[config.mk]
export PLATFORM = sky130hd
export DESIGN_NAME = ghdm_cmd_queue
export DESIGN_NICKNAME = d
export VERILOG_FILES = /design/src/hdl/ghdm_pkg.sv /design/src/hdl/ghdm_cmd_queue.sv
export SDC_FILE = /design/constraint.sdc
export NUM_CORES = 1
export LEC_CHECK = 0
export BUFFER_PORTS_ARGS = -buffer_cell sky130_fd_sc_hd__buf_2
export CAP_MARGIN = 25
export CORE_AREA = 2 2 214 216
export DETAILED_ROUTE_END_ITERATION = 8
export DIE_AREA = 0 0 216 218
export PLACE_DENSITY = 0.7
export SKIP_LAST_GASP = 1
export SLEW_MARGIN = 20
export SYNTH_ARGS = -nofsm -noshare
export SYNTH_HDL_FRONTEND = slang
export SYNTH_SLANG_ARGS = --single-unit
[constraint.sdc]
create_clock -name clk -period 25.2 [get_ports clk]
set_input_delay 2.52 -clock clk [delete_from_list [all_inputs] [get_ports clk]]
set_output_delay 2.52 -clock clk [all_outputs]
set_load 0.02 [all_outputs]
[src/hdl/ghdm_pkg.sv]
`default_nettype none

package ghdm_pkg;

  localparam int MAX_TRAIN = 512;
  localparam int NUM_LANES = 8;
  localparam int LANE_W    = $clog2(NUM_LANES);
  localparam int ROWS      = MAX_TRAIN / NUM_LANES;
  localparam int ROW_W     = $clog2(ROWS);
  localparam int NROW_W    = $clog2(ROWS + 1);
  localparam int IDX_W     = ROW_W + LANE_W;
  localparam int CNT_W     = $clog2(MAX_TRAIN + 1);
  localparam int WORD_W    = 64;
  localparam int NUM_WORDS = 4;
  localparam int DESC_W    = WORD_W * NUM_WORDS;
  localparam int TAG_W     = 16;
  localparam int DIST_W    = 9;
  localparam int POP_W     = 7;
  localparam int MAXD_W    = 9;
  localparam int OP_W      = 2;
  localparam int QDEPTH    = 2;

  localparam logic [MAXD_W-1:0] MAXD_RESET = MAXD_W'(64);
  localparam logic [DIST_W-1:0] DIST_NONE  = DIST_W'(256);

  typedef enum logic [OP_W-1:0] {
    OP_CLEAR  = 2'd0,
    OP_APPEND = 2'd1,
    OP_QUERY  = 2'd2
  } op_t;

  typedef struct packed {
    op_t               op;
    logic [DESC_W-1:0] desc;
    logic [TAG_W-1:0]  tag;
  } cmd_t;

  typedef enum logic [1:0] {
    ST_IDLE,
    ST_SCAN,
    ST_DRAIN,
    ST_DONE
  } back_state_t;

  typedef struct packed {
    logic              v;
    logic [DIST_W-1:0] hd;
    logic [IDX_W-1:0]  idx;
  } cand_t;

  function automatic logic [3:0] pop8(logic [7:0] x);
    logic [3:0] s;
    s = '0;
    for (int i = 0; i < 8; i++) begin
      s = s + 4'(x[i]);
    end
    return s;
  endfunction

  function automatic logic [POP_W-1:0] pop64(logic [WORD_W-1:0] x);
    logic [POP_W-1:0] s;
    s = '0;
    for (int i = 0; i < WORD_W / 8; i++) begin
      s = s + POP_W'(pop8(x[i*8 +: 8]));
    end
    return s;
  endfunction

  // lower index sits in a, so a keeps ties
  function automatic cand_t cand_pick(cand_t a, cand_t b);
    if (a.v && (!b.v || a.hd <= b.hd)) begin
      return a;
    end
    return b;
  endfunction

endpackage

`default_nettype wire

[src/hdl/ghdm_cmd_queue.sv]
`default_nettype none

module ghdm_cmd_queue (
  input  logic           clk,
  input  logic           rst_n,
  input  logic           push,
  input  ghdm_pkg::cmd_t wcmd,
  output logic           full,
  input  logic           pop,
  output logic           rvalid,
  output ghdm_pkg::cmd_t rcmd
);
  import ghdm_pkg::*;

  localparam int PTR_W = $clog2(QDEPTH);
  localparam int QCNT_W = $clog2(QDEPTH + 1);

  cmd_t              mem_r [QDEPTH];
  logic [PTR_W-1:0]  wr_ptr_r;
  logic [PTR_W-1:0]  rd_ptr_r;
  logic [QCNT_W-1:0] cnt_r;
  logic              do_push;
  logic              do_pop;

  assign full    = (cnt_r == QCNT_W'(QDEPTH));
  assign rvalid  = (cnt_r != '0);
  assign rcmd    = mem_r[rd_ptr_r];
  assign do_push = push && !full;
  assign do_pop  = pop && rvalid;

  always_ff @(posedge clk) begin
    if (!rst_n) begin
      wr_ptr_r <= '0;
      rd_ptr_r <= '0;
      cnt_r    <= '0;
    end else begin
      if (do_push) begin
        wr_ptr_r <= wr_ptr_r + 1'b1;
      end
      if (do_pop) begin
        rd_ptr_r <= rd_ptr_r + 1'b1;
      end
      if (do_push && !do_pop) begin
        cnt_r <= cnt_r + 1'b1;
      end else if (do_pop && !do_push) begin
        cnt_r <= cnt_r - 1'b1;
      end
    end
  end

  always_ff @(posedge clk) begin
    if (do_push) begin
      mem_r[wr_ptr_r] <= wcmd;
    end
  end

endmodule

`default_nettype wire

==> metrics.txt <==
outcome=completed; EDFF count, synth=548; leakage=9.24 nW; max-cap violations=0; Synth cell types=21; Top delay family on crit path=buffers and inverters; Yosys top cell by area=edfxtp_1; GR Overflow Total=0; # resized after CTS=0; Clock Tree Buf Depth=3; share of layout cells above drive strength 1=0.607; fmax=160 MHz; Clock Latency Late Sink=0.58 ns; CP max stage delay=0.89 ns; Synth top cells by count=548 x edfxtp_1, 274 x mux2_2, 29 x buf_6, 5 x dfxtp_1, 3 x and2_1; worst min-delay path startpoint=cnt_r[1]$_SDFFE_PN0P_; number of I/O pins=554; nets@finish=1746; Place WS=19.39 ns; Overall Power=2.63 mW; most common cell in the netlist=edfxtp_1; post-synthesis register bit count=553; Clock Pin Slew Worst Setup and Hold Paths=0.06 ns; largest driver fanout on the critical path=73; Num CTS Buffers=52; Max VDD drop=0.0000662 V; Layout Cells excl Fill=2117; chip width=216 um; number of setup violations in the final report=0; Pins Over Slew Limit=0; largest net degree at the start of global routing=80; total vias in the final route=10.3k; die area=47100 um^2; Syn-to-layout area delta=24.5%; Total GRT Usage=0.180; Area contributors post-synth=edfxtp_1 82%, mux2_2 15%, buf_6 1.6%, dfxtp_1 0.50%, and2_1 0.093%; vias in the first global route=10.7k; post-synthesis sequential area ratio=0.823; Synth Area per Inst=22.9 um^2; initial antenna violation count=17; worst-margin pin slew=1.01 ns; reg2reg start=cnt_r[0]$_SDFFE_PN0P_; Synth Cell Area=20100 um^2; # clock sinks=553; setup_tns=0 ns; hpwl dp=30700 um; DRC=0; DRT iter0 DRCs=600; hold buffer count at cts=0; Routed Antenna Nets=0; core area=44900 um^2; RSZ-0062 raised after global routing=no; first-pass GRT wire length=63400 um; IO Port Bufs=553; Initial DRT Pass Iterations=5; fin crit share=0.248; Synth top area share=0.818; clock skew=0.00796 ns; Die Ht=218 um; worst endpoint data arrival time=3.74 ns; pwr dens=105 nW/um^2; Final WS setup=18.94 ns; Hold Path Class=reg2reg; CP bufs+invs=3; YS warnings=0; H-tree depth=2; vias per inst=4.89; CTS tree=built; Rows=78; CP max-delay cell=buf_4; routed len/inst=20.9 um; top_reg_cell synth=edfxtp_1; # Post-CTS Setup Buffers=0; Slew HR=0.328; Hold Fails Final Rpt=0; CP required=22.68 ns; Final Critical Period=6.26 ns; WL final=44100 um; starting density of the core=0.448; Startpoint Class=flop; Critical Path, Cell by Cell=buf_4 > buf_4 > mux2_2 > buf_2; crit-path most repeated cell=buf_4; placed insts=2011; Synth Net Count=1156; ys async rst share=0; critical path class=reg2out; Mapped Cells=877; clock root cell=clkbuf_16; GPL Wtd Cong=0.834; crit end category=output port; Util after Layout=0.558
==> area by class of cell <==
type	count	area [um^2]
Fill cell	3421	19800
Tap cell	600	751
Antenna cell	10	25.0
Timing Repair Buffer	566	2910
Multi-Input combinational cell	292	3230
Clock buffer	66	1400
Sequential cell	553	16600
Clock inverter	28	174
Inverter	2	7.51
==> worst min-delay path, cell delays in order (launching register included) <==
cell and delay (ns):
dfxtp_1 0.34, o21ai_0 0.08, a21boi_1 0.06
==> metrics by stage <==
step                hold WS (ns)  cell area (um^2)
floorplan                  0.479             20100
global placement           0.499             23400
detailed placement         0.526             23400
CTS                        0.536             25000
global route               0.583             25000
finish                     0.540             25000
==> flip-flops by register name, indices dropped and copies added (netlist names), named ones only <==
name	flops
rd_ptr_r	1
wr_ptr_r	1
cnt_r	2
mem_r	548
==> placed cells by master, fill, tap and decap left out <==
cell        count
buf_2         553
o21ai_0         1
or3_1           1
bufinv_16       1
clkinv_4        1
o21ai_1         1
clkinv_2       11
buf_16          1
clkinv_1       11
clkbuf_1       12
a21boi_1        1
dfxtp_1         4
a21boi_0        1
inv_1           2
mux2_2        274
dfxtp_4         1
and2_1          3
diode_2        10
buf_12          1
xor2_1          1
clkinvlp_4      3
buf_8           1
ha_1            1
buf_4          10
nor2_1          1
o21a_1          1
or2_2           1
clkbuf_16      54
xnor2_1         2
edfxtp_1      548
nand2b_1        1
nor3_4          1
clkinv_8        1
and3_4          1
==> logic make-up (layout without fill, tap and decap cells) <==
family                     Yosys count  count (layout)  share of synthesized area
other                                0              10                          0
buffers and inverters               32             662                     0.0169
adders and majority gates            1               1                   0.000622
xor gates and xnor gates             3               3                    0.00131
DFF                                553             553                      0.823
and+or+nand+nor                      9               9                    0.00286
muxes                              274             274                      0.153
AOI/OAI and AO/OA                    5               5                    0.00162
==> per-layer routing <==
layer,part of all wire,GRT usage,vias up,wire length [um]
li1,-,-,4700,-
met4,0.026,0.0594,14,1150
met3,0.085,0.0643,88,3760
met1,0.37,0.208,5147,16300
met5,0.0022,0,-,99
met2,0.52,0.314,399,22800
==> where the power goes <==
part           total, mW  switching (mW)  internal [mW]  leakage (nW)
combinational      0.716           0.440          0.275          3.32
sequential          1.20          0.0400           1.16          5.16
clock              0.718           0.317          0.401         0.766
==> final timing paths <==
check / endpoint / slack [ns] / depth (start not counted)
hold / removal: cnt_r[1]$_SDFFE_PN0P_ / 0.54 / 2
hold reg to reg: cnt_r[1]$_SDFFE_PN0P_ / 0.54 / 2
setup reg to reg: mem_r[1][186]$_DFFE_PP_ / 21.59 / 4
setup / recovery: rcmd[84] / 18.94 / 4
Power figures use the tool's default switching activity.
